<file path="src/rtl/core/ppmsf_pkg.sv">
// Shared types and constants for the PPM-sum frame decoder.
`default_nettype none

package ppmsf_pkg;

    localparam int unsigned CFG_IDX_W = 3;

    localparam logic [CFG_IDX_W-1:0] CFG_SYNC_LOW   = 3'd0;
    localparam logic [CFG_IDX_W-1:0] CFG_SYNC_HIGH  = 3'd1;
    localparam logic [CFG_IDX_W-1:0] CFG_VALID_LOW  = 3'd2;
    localparam logic [CFG_IDX_W-1:0] CFG_VALID_HIGH = 3'd3;
    localparam logic [CFG_IDX_W-1:0] CFG_CHANNELS   = 3'd4;

    localparam logic [15:0] SYNC_LOW_RST   = 16'd3000;
    localparam logic [15:0] SYNC_HIGH_RST  = 16'd21000;
    localparam logic [15:0] VALID_LOW_RST  = 16'd900;
    localparam logic [15:0] VALID_HIGH_RST = 16'd2200;
    localparam logic [3:0]  CHANNELS_RST   = 4'd8;
    localparam logic [15:0] SLOT_RST_VALUE = 16'd1500;

    localparam logic [3:0]  CNT_MAX = 4'd15;

    typedef enum logic {
        CMD_EDGE = 1'b0,
        CMD_READ = 1'b1
    } t_cmd;

    typedef struct packed {
        logic [15:0] sync_low;
        logic [15:0] sync_high;
        logic [15:0] valid_low;
        logic [15:0] valid_high;
        logic [3:0]  channels;
    } t_cfg;

    typedef struct packed {
        logic        en;
        logic [3:0]  slot;
        logic [15:0] data;
    } t_slot_wr;

    typedef struct packed {
        logic [15:0] value;
        logic [3:0]  pulses;
        logic        synced;
    } t_status;

endpackage

`default_nettype wire

</file>
<file path="src/rtl/core/ppmsf_slot_ram.sv">
// Slot store: synchronous RAM with per-entry valid bits for the reset value.
`default_nettype none

module ppmsf_slot_ram #(
    parameter int unsigned SLOT_COUNT = 12
) (
    input  wire                 i_clk,
    input  wire                 i_rst_n,
    input  ppmsf_pkg::t_slot_wr i_wr,
    input  wire                 i_re,
    input  wire  [3:0]          i_raddr,
    output logic [15:0]         o_rdata
);

    localparam int unsigned AW = (SLOT_COUNT > 1) ? $clog2(SLOT_COUNT) : 1;

    logic [15:0]           r_mem [SLOT_COUNT];
    logic [SLOT_COUNT-1:0] r_valid;
    logic [15:0]           r_q;
    logic                  r_qv;

    always_ff @(posedge i_clk) begin
        if (i_wr.en) begin
            r_mem[i_wr.slot[AW-1:0]] <= i_wr.data;
        end
        if (i_re) begin
            r_q <= r_mem[i_raddr[AW-1:0]];
        end
    end

    always_ff @(posedge i_clk) begin
        if (!i_rst_n) begin
            r_valid <= '0;
            r_qv    <= 1'b0;
        end else begin
            if (i_wr.en) begin
                r_valid[i_wr.slot[AW-1:0]] <= 1'b1;
            end
            if (i_re) begin
                r_qv <= r_valid[i_raddr[AW-1:0]];
            end
        end
    end

    assign o_rdata = r_qv ? r_q : ppmsf_pkg::SLOT_RST_VALUE;

endmodule

`default_nettype wire

</file>
<file path="src/rtl/core/ppmsf_frame_ctl.sv">
// Frame tracking: interval measure, sync detection, slot pointer and pulse count.
`default_nettype none

module ppmsf_frame_ctl #(
    parameter int unsigned SLOT_COUNT = 12
) (
    input  wire                 i_clk,
    input  wire                 i_rst_n,
    input  ppmsf_pkg::t_cfg     i_cfg,
    input  wire                 i_edge,
    input  wire  [31:0]         i_timestamp_us,
    output ppmsf_pkg::t_slot_wr o_wr,
    output ppmsf_pkg::t_status  o_edge,
    output logic [3:0]          o_cur_pulses,
    output logic                o_cur_synced
);

    logic [31:0] r_prev;
    logic [3:0]  r_next_slot;
    logic        r_sync;
    logic [3:0]  r_pulses;

    logic [31:0] interval;
    logic        is_sync;
    logic        in_valid;
    logic        slot_in_store;
    logic [3:0]  slot_inc;
    logic [3:0]  n_next_slot;
    logic        n_sync;
    logic [3:0]  n_pulses;
    logic [15:0] sat_val;

    always_comb begin
        interval      = i_timestamp_us - r_prev;
        sat_val       = (interval[31:16] != '0) ? 16'hFFFF : interval[15:0];
        is_sync       = (interval > {16'd0, i_cfg.sync_low})
                     && (interval < {16'd0, i_cfg.sync_high});
        in_valid      = (interval <= {16'd0, i_cfg.valid_high})
                     && (interval >= {16'd0, i_cfg.valid_low});
        slot_in_store = ({1'b0, r_next_slot} < 5'(SLOT_COUNT));
        slot_inc      = (r_next_slot < ppmsf_pkg::CNT_MAX) ? r_next_slot + 4'd1
                                                           : r_next_slot;
        o_wr.data     = sat_val;
        o_wr.en       = 1'b0;
        o_wr.slot     = r_next_slot;
        n_next_slot   = r_next_slot;
        n_sync        = r_sync;
        n_pulses      = r_pulses;
        if (is_sync) begin
            o_wr.en     = i_edge;
            o_wr.slot   = '0;
            n_next_slot = 4'd1;
            n_pulses    = '0;
            n_sync      = 1'b1;
        end else if (r_sync) begin
            o_wr.en     = i_edge && slot_in_store;
            n_next_slot = slot_inc;
            if (in_valid && (r_pulses < ppmsf_pkg::CNT_MAX)) begin
                n_pulses = r_pulses + 4'd1;
            end
        end
        if (n_next_slot > i_cfg.channels) begin
            n_sync   = 1'b0;
            n_pulses = '0;
        end
        o_edge.value  = sat_val;
        o_edge.pulses = n_pulses;
        o_edge.synced = n_sync;
    end

    always_ff @(posedge i_clk) begin
        if (!i_rst_n) begin
            r_prev      <= '0;
            r_next_slot <= '0;
            r_sync      <= 1'b0;
            r_pulses    <= '0;
        end else if (i_edge) begin
            r_prev      <= i_timestamp_us;
            r_next_slot <= n_next_slot;
            r_sync      <= n_sync;
            r_pulses    <= n_pulses;
        end
    end

    assign o_cur_pulses = r_pulses;
    assign o_cur_synced = r_sync;

endmodule

`default_nettype wire

</file>
<file path="src/rtl/core/ppm_sum_frame_decoder.sv">
// Top level of the PPM-sum frame decoder.
// Usage:
//   Input channel (i_valid/o_ready) carries one item per transfer: i_cmd selects
//   an edge event (timestamp in i_timestamp_us) or a read of slot i_read_slot.
//   Output channel (o_valid/i_ready) returns exactly one result per item, in
//   order: o_slot_value, o_valid_pulses, o_synced.
//   o_valid comes from the output register, fed by the read stage. One item
//   per cycle is sustained while i_ready is high; frame state lives in registers
//   set in the transfer cycle; the slot store is a 1R/1W RAM with registered read.
//   Configuration is written through i_cfg_we/i_cfg_idx/i_cfg_data while idle;
//   indexes beyond the register list are ignored.
//   Reset (synchronous, active low) restores default windows, clears frame
//   state and marks every slot as holding 1500; no clearing pass is needed.
//   When i_ready is low, results back up into the read stage and output
//   register; o_ready drops only when both are full, and nothing is lost.
`default_nettype none

module ppm_sum_frame_decoder #(
    parameter int unsigned SLOT_COUNT = 12
) (
    input  wire         i_clk,
    input  wire         i_rst_n,
    input  wire         i_valid,
    output logic        o_ready,
    input  wire         i_cmd,
    input  wire  [31:0] i_timestamp_us,
    input  wire  [3:0]  i_read_slot,
    output logic        o_valid,
    input  wire         i_ready,
    output logic [15:0] o_slot_value,
    output logic [3:0]  o_valid_pulses,
    output logic        o_synced,
    input  wire         i_cfg_we,
    input  wire  [2:0]  i_cfg_idx,
    input  wire  [15:0] i_cfg_data
);

    ppmsf_pkg::t_cfg      r_cfg;
    ppmsf_pkg::t_slot_wr  wr;
    ppmsf_pkg::t_status   edge_st;
    logic [3:0]           cur_pulses;
    logic                 cur_synced;
    logic [15:0]          ram_q;

    logic                 in_xfer;
    logic                 is_read;
    logic                 rd_in_store;
    logic                 s1_move;

    logic                 r_s1_v;
    logic                 r_s1_rd;
    logic                 r_s1_hit;
    ppmsf_pkg::t_status   r_s1;
    ppmsf_pkg::t_status   n_s1;

    logic                 r_o_v;
    ppmsf_pkg::t_status   r_o;

    assign s1_move     = r_s1_v && (!r_o_v || i_ready);
    assign o_ready     = !r_s1_v || s1_move;
    assign in_xfer     = i_valid && o_ready;
    assign is_read     = (i_cmd == ppmsf_pkg::CMD_READ);
    assign rd_in_store = ({1'b0, i_read_slot} < 5'(SLOT_COUNT));

    always_ff @(posedge i_clk) begin
        if (!i_rst_n) begin
            r_cfg.sync_low   <= ppmsf_pkg::SYNC_LOW_RST;
            r_cfg.sync_high  <= ppmsf_pkg::SYNC_HIGH_RST;
            r_cfg.valid_low  <= ppmsf_pkg::VALID_LOW_RST;
            r_cfg.valid_high <= ppmsf_pkg::VALID_HIGH_RST;
            r_cfg.channels   <= ppmsf_pkg::CHANNELS_RST;
        end else if (i_cfg_we) begin
            unique case (i_cfg_idx)
                ppmsf_pkg::CFG_SYNC_LOW:   r_cfg.sync_low   <= i_cfg_data;
                ppmsf_pkg::CFG_SYNC_HIGH:  r_cfg.sync_high  <= i_cfg_data;
                ppmsf_pkg::CFG_VALID_LOW:  r_cfg.valid_low  <= i_cfg_data;
                ppmsf_pkg::CFG_VALID_HIGH: r_cfg.valid_high <= i_cfg_data;
                ppmsf_pkg::CFG_CHANNELS:   r_cfg.channels   <= i_cfg_data[3:0];
                default: ;
            endcase
        end
    end

    ppmsf_frame_ctl #(
        .SLOT_COUNT (SLOT_COUNT)
    ) u_frame_ctl (
        .i_clk          (i_clk),
        .i_rst_n        (i_rst_n),
        .i_cfg          (r_cfg),
        .i_edge         (in_xfer && !is_read),
        .i_timestamp_us (i_timestamp_us),
        .o_wr           (wr),
        .o_edge         (edge_st),
        .o_cur_pulses   (cur_pulses),
        .o_cur_synced   (cur_synced)
    );

    ppmsf_slot_ram #(
        .SLOT_COUNT (SLOT_COUNT)
    ) u_slot_ram (
        .i_clk   (i_clk),
        .i_rst_n (i_rst_n),
        .i_wr    (wr),
        .i_re    (in_xfer && is_read && rd_in_store),
        .i_raddr (i_read_slot),
        .o_rdata (ram_q)
    );

    always_comb begin
        if (is_read) begin
            n_s1.value  = '0;
            n_s1.pulses = cur_pulses;
            n_s1.synced = cur_synced;
        end else begin
            n_s1 = edge_st;
        end
    end

    // read stage: RAM data arrives alongside the registered status
    always_ff @(posedge i_clk) begin
        if (!i_rst_n) begin
            r_s1_v <= 1'b0;
        end else if (in_xfer) begin
            r_s1_v <= 1'b1;
        end else if (s1_move) begin
            r_s1_v <= 1'b0;
        end
    end

    always_ff @(posedge i_clk) begin
        if (in_xfer) begin
            r_s1_rd  <= is_read;
            r_s1_hit <= rd_in_store;
            r_s1     <= n_s1;
        end
    end

    always_ff @(posedge i_clk) begin
        if (!i_rst_n) begin
            r_o_v <= 1'b0;
        end else if (s1_move) begin
            r_o_v <= 1'b1;
        end else if (i_ready) begin
            r_o_v <= 1'b0;
        end
    end

    always_ff @(posedge i_clk) begin
        if (s1_move) begin
            r_o.value  <= (r_s1_rd && r_s1_hit) ? ram_q : r_s1.value;
            r_o.pulses <= r_s1.pulses;
            r_o.synced <= r_s1.synced;
        end
    end

    assign o_valid        = r_o_v;
    assign o_slot_value   = r_o.value;
    assign o_valid_pulses = r_o.pulses;
    assign o_synced       = r_o.synced;

    a_unsynced_no_count: assert property (@(posedge i_clk) disable iff (!i_rst_n)
        (r_o_v && !r_o.synced) |-> (r_o.pulses == 4'd0))
        else $error("pulse count nonzero while out of sync");

    a_accept_fills_s1: assert property (@(posedge i_clk) disable iff (!i_rst_n)
        in_xfer |=> r_s1_v)
        else $error("accepted transfer did not reach read stage");

    a_s1_holds: assert property (@(posedge i_clk) disable iff (!i_rst_n)
        (r_s1_v && !s1_move) |=> (r_s1_v && $stable(r_s1) && $stable(ram_q)))
        else $error("stalled read stage changed");

    a_no_overrun: assert property (@(posedge i_clk) disable iff (!i_rst_n)
        (r_s1_v && r_o_v && !i_ready) |-> !o_ready)
        else $error("input accepted with pipeline full");

endmodule

`default_nettype wire

</file>
<file path="config.mk">
export PLATFORM = sky130hd
export DESIGN_NAME = ppm_sum_frame_decoder
export DESIGN_NICKNAME = d
export VERILOG_FILES = /design/src/rtl/core/ppmsf_pkg.sv /design/src/rtl/core/ppmsf_slot_ram.sv /design/src/rtl/core/ppmsf_frame_ctl.sv /design/src/rtl/core/ppm_sum_frame_decoder.sv
export SDC_FILE = /design/constraint.sdc
export NUM_CORES = 1
export LEC_CHECK = 0
export BUFFER_PORTS_ARGS = -buffer_cell sky130_fd_sc_hd__buf_2
export CAP_MARGIN = 5
export CORE_MARGIN = 1.5
export CORE_UTILIZATION = 30
export CTS_CLUSTER_SIZE = 20
export DETAILED_ROUTE_END_ITERATION = 6
export GPL_TIMING_DRIVEN = 0
export PLACE_DENSITY_LB_ADDON = 0.05
export SYNTH_ARGS = -nofsm -noshare
export SYNTH_HDL_FRONTEND = slang
export SYNTH_SLANG_ARGS = --single-unit
</file>
<file path="constraint.sdc">
create_clock -name i_clk -period 7.1 [get_ports i_clk]
set_input_delay 1.42 -clock i_clk [delete_from_list [all_inputs] [get_ports i_clk]]
set_output_delay 1.42 -clock i_clk [all_outputs]
set_load 0.05 [all_outputs]
</file>
# Yosys cells after proc, flatten, opt, wreduce, memory -nomap -nowiden
# Memory sizes are Yosys's and may differ from the RTL's. A register that Yosys moved wholly into a read port is not among the register bits.
# Index checks and enable logic that the tools add are counted.
[word_totals]
out_inout_bits = 23
mem_count = 1
mem_bits_rw = 192
in_bits = 61
regBits = 168
[memory_table]
columns = ["name", "depth", "width", "rd", "rd_clocked_by_memory_dff", "wr", "line_no", "text"]
rows = [
  ["u_slot_ram.r_mem", 12, 16, 1, 1, 1, "ppmsf_slot_ram.sv:17", "logic [15:0] r_mem [SLOT_COUNT];"],
]
[op_classes]
n_mux = 26
eq_ne = 4
magnitude_cmp = 12
addsub = 3
n_bitwise = 1
n_reduce_logical = 25
[ops]
columns = ["cell", "n"]
rows = [
  ["16-bit two-way mux", 3],
  ["32-bit by 16-bit >= comparator with 1-bit output", 1],
  ["32-bit by 16-bit > comparator with 1-bit output", 1],
  ["32-bit by 16-bit <= comparator with 1-bit output", 1],
  ["32-bit by 16-bit less-than comparator with 1-bit output", 1],
  ["4-bit two-way mux", 8],
  ["32-bit subtractor", 1],
  ["4-bit less-than comparator (second input constant)", 4],
  ["16-bit nonzero test", 1],
  ["1-bit two-way mux", 12],
  ["12-bit OR", 1],
  ["1-bit logical AND", 11],
  ["4-bit by 5-bit less-than comparator with 1-bit output (second input constant)", 2],
  ["2-bit AND reduction", 5],
  ["4-bit by 1-bit adder with 4-bit output (second input constant)", 2],
  ["3-bit by 2-bit equality test with 1-bit output (second input constant)", 2],
  ["5-bit two-way mux", 1],
  ["1-bit binary-select mux with 4-bit select", 1],
  ["1-bit demux with 4-bit select", 1],
  ["4-bit by 1-bit >= comparator with 1-bit output (second input constant)", 1],
  ["4-bit > comparator", 1],
  ["2-bit nonzero test", 2],
  ["3-bit by 1-bit equality test with 1-bit output (second input constant)", 1],
  ["3-bit equality test (second input constant)", 1],
  ["other kinds (3)", 6],
]

# Depth between registers and ports, before layout
[logic_depth]
depth_word = 11
mapped_depth = 29
depth_no_buf = 28

# By module
# Synthesis repeated with hierarchy kept, for this count alone.
[hier_totals]
hier_cells = 1539
hier_area_um2 = 18586.6
[by_module_without_submodules]
columns = ["module", "cells_each", "instances", "area_each_um2"]
rows = [
  ["ppmsf_slot_ram", 398, 1, 8371.8],
  ["ppmsf_frame_ctl", 786, 1, 5774.3],
  ["ppm_sum_frame_decoder", 355, 1, 4440.5],
]

# Worst setup path before layout
# No wires, ideal clock.
[synth_path]
path_kind = "input to register"
from = "input port i_timestamp_us[0]"
to = "register r_s1[4] (netlist bit), data pin"
arrival_ns = 6.489
path_slack_ns = 0.351
setup_ns = 0.261
t_required_ns = 6.839
cell_stages = 28
path_cell_list = "inv_1 ha_1 inv_1 fa_1 a211oi_2 o21ai_1 a22oi_1 nand2_1 xor2_1 ha_1 and4_1 and3_1 nand2_1 nand2_1 nor3_1 nand3_1 nor4_4 buf_2 nor2_1 ha_1 nor2b_1 o21ai_0 nand2b_1 a21oi_1 a41o_2 and3_1 and3_1 a221o_1"
[synth_rtl]
columns = ["item", "line_no", "text"]
rows = [
  ["start, declared", "ppm_sum_frame_decoder.sv:26", "input wire [31:0] i_timestamp_us,"],
  ["end signal, assigned", "ppm_sum_frame_decoder.sv:134", "r_s1 <= n_s1;"],
  ["end, declared", "ppm_sum_frame_decoder.sv:53", "ppmsf_pkg::t_status r_s1;"],
]

==> key figures <==
Power and ir drop
  – Switch share: 0.2707
  – Clock power share: 0.423
  – Logic pwr share: 0.134
  – Flop pwr share: 0.443
  – Net switching power: about 1.4 mW
  – P_leak: just over 8 nW
  – Worst VDD drop: 0.1727 mV
  – PD cells: 247.1 nW/µm²
  – Pint: 3.888 mW

Clocking
  – TritonCTS clock tree: yes
  – H-tree Lvls: 2
  – Clk Latency, worst-skew pair: a little over 0.6 ns
  – Clock Pin Slew Worst Setup and Hold Paths: about 0.05 ns
  – Worst-case clock buffer depth: 3
  – Number of buffers created by CTS: 46
  – CTS sink cnt: around 380
  – Clock Tree Root: clkbuf_16
  – Hold Buf Count CTS: 0

Yosys
  – Seq/Total Area, Yosys: 0.5490
  – Top FF cell, synth: edfxtp_1
  – Synth async-reset ratio: 0
  – Synth Cell Area: around 18000 µm²
  – Syn Nets: 1776
  – Post-Syn Area per Cell: 11.34 µm²
  – Flops & latches, synth: 376
  – Synth warn: 0
  – Post-synth EDFFs: 252
  – Post-Syn Instances: 1614
  – Distinct cells, synth: between 90 and 100

Worst setup path
  – R2r endpoint: r_s1[4]
  – Worst Path Max Fanout: 9
  – Reg2reg start: u_frame_ctl.r_prev[1]
  – Crit path DAT: 7.07 ns
  – Critical path required time: 7.42 ns
  – R2R cell count: 29
  – Flop2flop setup slack: 0.98 ns
  – Startpoint Class: input port
  – CP endpoint kind: register
  – Critical path class: in2reg

Hold path
  – Worst Hold End: o_valid_pulses[2]
  – HP Class: reg2reg
  – Hold_sp: r_s1[3]
  – Hold Crit Depth: 0

Drt
  – DRT iter0 DRCs: about 550
  – Via count: 12690
  – Drt first pass iters: 5
  – Antenna Nets Post-Route: 0
  – Residual DRC: 0
  – WL final: 54750 µm
  – Drt via density: 4.923
  – DR WL/cell: around 21 µm

Placement
  – Placed instance count: between 2000 and 2500
  – Post-DP HPWL: 39390 µm
  – Placer congestion estimate: 0.8029
  – # port buffers: 78
  – Pre-CTS setup slack: -1.954 ns

Timing
  – Highest clock rate: 0.1481 GHz
  – Clock skew: 0.02610 ns
  – Endpoints failing hold: 0
  – Worst Slack Setup Final: ~0.35 ns
  – Part of the cycle the worst path needs: 0.9511
  – Fin crit period: slightly below 7 ns
  – RSZ-0062 raised after global routing: no
  – Final setup violation count: 0
  – Headroom to the max-slew limit: 0.1750
  – Fin. max-slew vios: 0
  – Worst-Margin Slew: about 1.2 ns

Global route
  – Vias in the first global route: between 10000 and 15000
  – Total gr overflow: 0
  – Global-route usage over all layers: 0.1766
  – Antenna violations before repair: 1
  – First-pass GRT wire length: a little over 80000 µm
  – Largest net degree at the start of global routing: 26

Die
  – Site row count: 90
  – Die area: 62500 µm²
  – I/O pins: 84
  – Initial Util: 0.3033
  – Die width: approximately 250 µm
  – Chip Height: about 250 µm
  – Core area: 60360 µm²

Finish
  – Area Overhead vs Synth: 17.86%
  – Finished Layout Cells: 2578
  – ANT cells: 0
  – Fin nets: 1923
  – Commonest non-fill, non-tap cell in the layout: nand2_1
  – Share of layout cells above drive strength 1: 0.1631
  – Core Util, Final: 0.3574
  – Highest-count cells in the layout ignoring fill and taps: nand2_1, edfxtp_1, a21oi_1

Job
  – Max-Cap Viols: 0

Run status
  – Status: completed
-- power by group through the flow --
stage | Clock (mW) | Combinational [mW] | Sequential [mW]
after floorplan | 0 | 0.426 | 2.43
after detailed placement | 0 | 0.686 | 2.41
final | 2.26 | 0.713 | 2.36
after CTS | 2.33 | 0.711 | 2.36
after global routing | 2.41 | 0.792 | 2.37
after global placement | 0 | 0.679 | 2.41
-- per-layer routing --
layer / global-route usage / wire, µm
met1: 0.2243 / 24460
met2: 0.3104 / 27170
met4: 0.05593 / 1476
met5: 0 / 0
met3: 0.02326 / 1646
-- metrics by stage --
step	power (mW)	area (µm²)	TNS (ns)	hold WS, ns
after floorplan	2.852	18300	0	0.4003
after detailed placement	3.095	19920	-76.29	0.4066
final	5.332	21570	0	0.4000
after global placement	3.088	19670	-232.05	0.4084
after CTS	5.401	21470	0	0.3983
after global routing	5.567	21570	0	0.4080
-- registers in the layout (all words and copies together) (netlist names), 4 cells and up --
register / cells
o_slot_value: 16
o_valid_pulses: 4
r_cfg: 68
r_s1: 21
u_frame_ctl.o_cur_pulses: 4
u_frame_ctl.r_next_slot: 4
u_frame_ctl.r_prev: 32
u_slot_ram.r_mem: 192
u_slot_ram.r_q: 16
u_slot_ram.r_valid: 12
-- worst max-delay path: stages --
cell      delay [ns]
buf_2           0.11
inv_1           0.05
ha_1            0.16
inv_1           0.05
fa_1            0.46
a211oi_2        0.35
o21ai_2         0.16
a22oi_2         0.25
nand2_2         0.13
xor2_4          0.33
ha_1            0.32
and4_1          0.21
and3_1          0.19
a221o_1         0.34
a21oi_1         0.11
a21bo_2         0.26
nand3_2         0.16
nor4_4          0.06
buf_6           0.17
nor3_1          0.22
ha_1            0.17
o21ai_0         0.08
nand2b_1        0.07
a21oi_1         0.06
a41o_2          0.31
and3_1          0.23
and3_1          0.24
a221o_1         0.36
-- Yosys cell counts, types with 4 or more instances --
cell	number	area [µm²]
o21a_1	20	150.1
nand4_1	15	93.84
and2_1	21	131.4
o21ai_0	47	235.2
mux4_2	51	1149
a21oi_1	138	690.7
a211oi_1	6	45.04
nor2b_1	14	87.58
and4_1	4	35.03
inv_1	116	435.4
o211a_1	5	50.05
o2111ai_1	4	35.03
a31oi_1	13	81.33
or3_1	4	25.02
mux2i_1	25	250.2
nor3_1	18	90.09
a21o_1	23	172.7
a21bo_2	4	40.04
dfxtp_1	124	2482
ha_1	100	1251
nand2b_1	21	131.4
xor2_1	8	70.07
nor3b_1	4	30.03
nand3_1	30	150.1
o21bai_1	7	52.55
o211ai_1	28	210.2
buf_1	15	56.30
nor2_1	65	244.0
buf_6	6	67.56
or2_2	6	37.54
edfxtp_1	252	7567
xnor2_1	11	96.34
clkbuf_1	45	168.9
nor4_1	5	31.28
nand2_1	264	991.0
a221o_1	4	40.04
and3_1	10	62.56
-- cells by family (layout without fill, tap and decap cells) --
group / count (synthesis) / count (layout) / share of synthesized area
adder cells (fa/ha/maj): 101 / 101 / 0.06945
buffers and inverters: 190 / 372 / 0.04300
XOR/XNOR: 19 / 19 / 0.009092
AO/OA/AOI/OAI: 349 / 349 / 0.1234
multiplexers: 76 / 76 / 0.07642
AND/OR/NAND/NOR: 503 / 503 / 0.1296
flip-flops: 376 / 376 / 0.5490
-- final cells by class --
class | count | area (µm²)
plain buffers | 73 | 354.1
clock buffers | 63 | 1255
clock inverters | 20 | 173.9
fillers | 6102 | 38780
inverters | 117 | 439.2
multi-input cells | 1048 | 7642
flip-flops and latches | 376 | 10050
well taps | 782 | 978.4
repair buffers | 99 | 680.7
-- worst max-delay path by stage --
stage | start | end | depth (start not counted)
global placement | i_timestamp_us[0] | r_s1[4] | 29
finish | i_timestamp_us[0] | r_s1[4] | 28
global route | i_timestamp_us[8] | r_s1[4] | 26
CTS | i_timestamp_us[0] | r_s1[4] | 29
floorplan | i_timestamp_us[0] | r_s1[4] | 28
detailed placement | i_timestamp_us[0] | r_s1[4] | 29
-- repair_timing --
action,CTS,global route
pin swaps,2,4
setup buffers,5,5
resized for setup,13,10
endpoints found under the setup margin,10,8
Power figures use the tool's default switching activity.
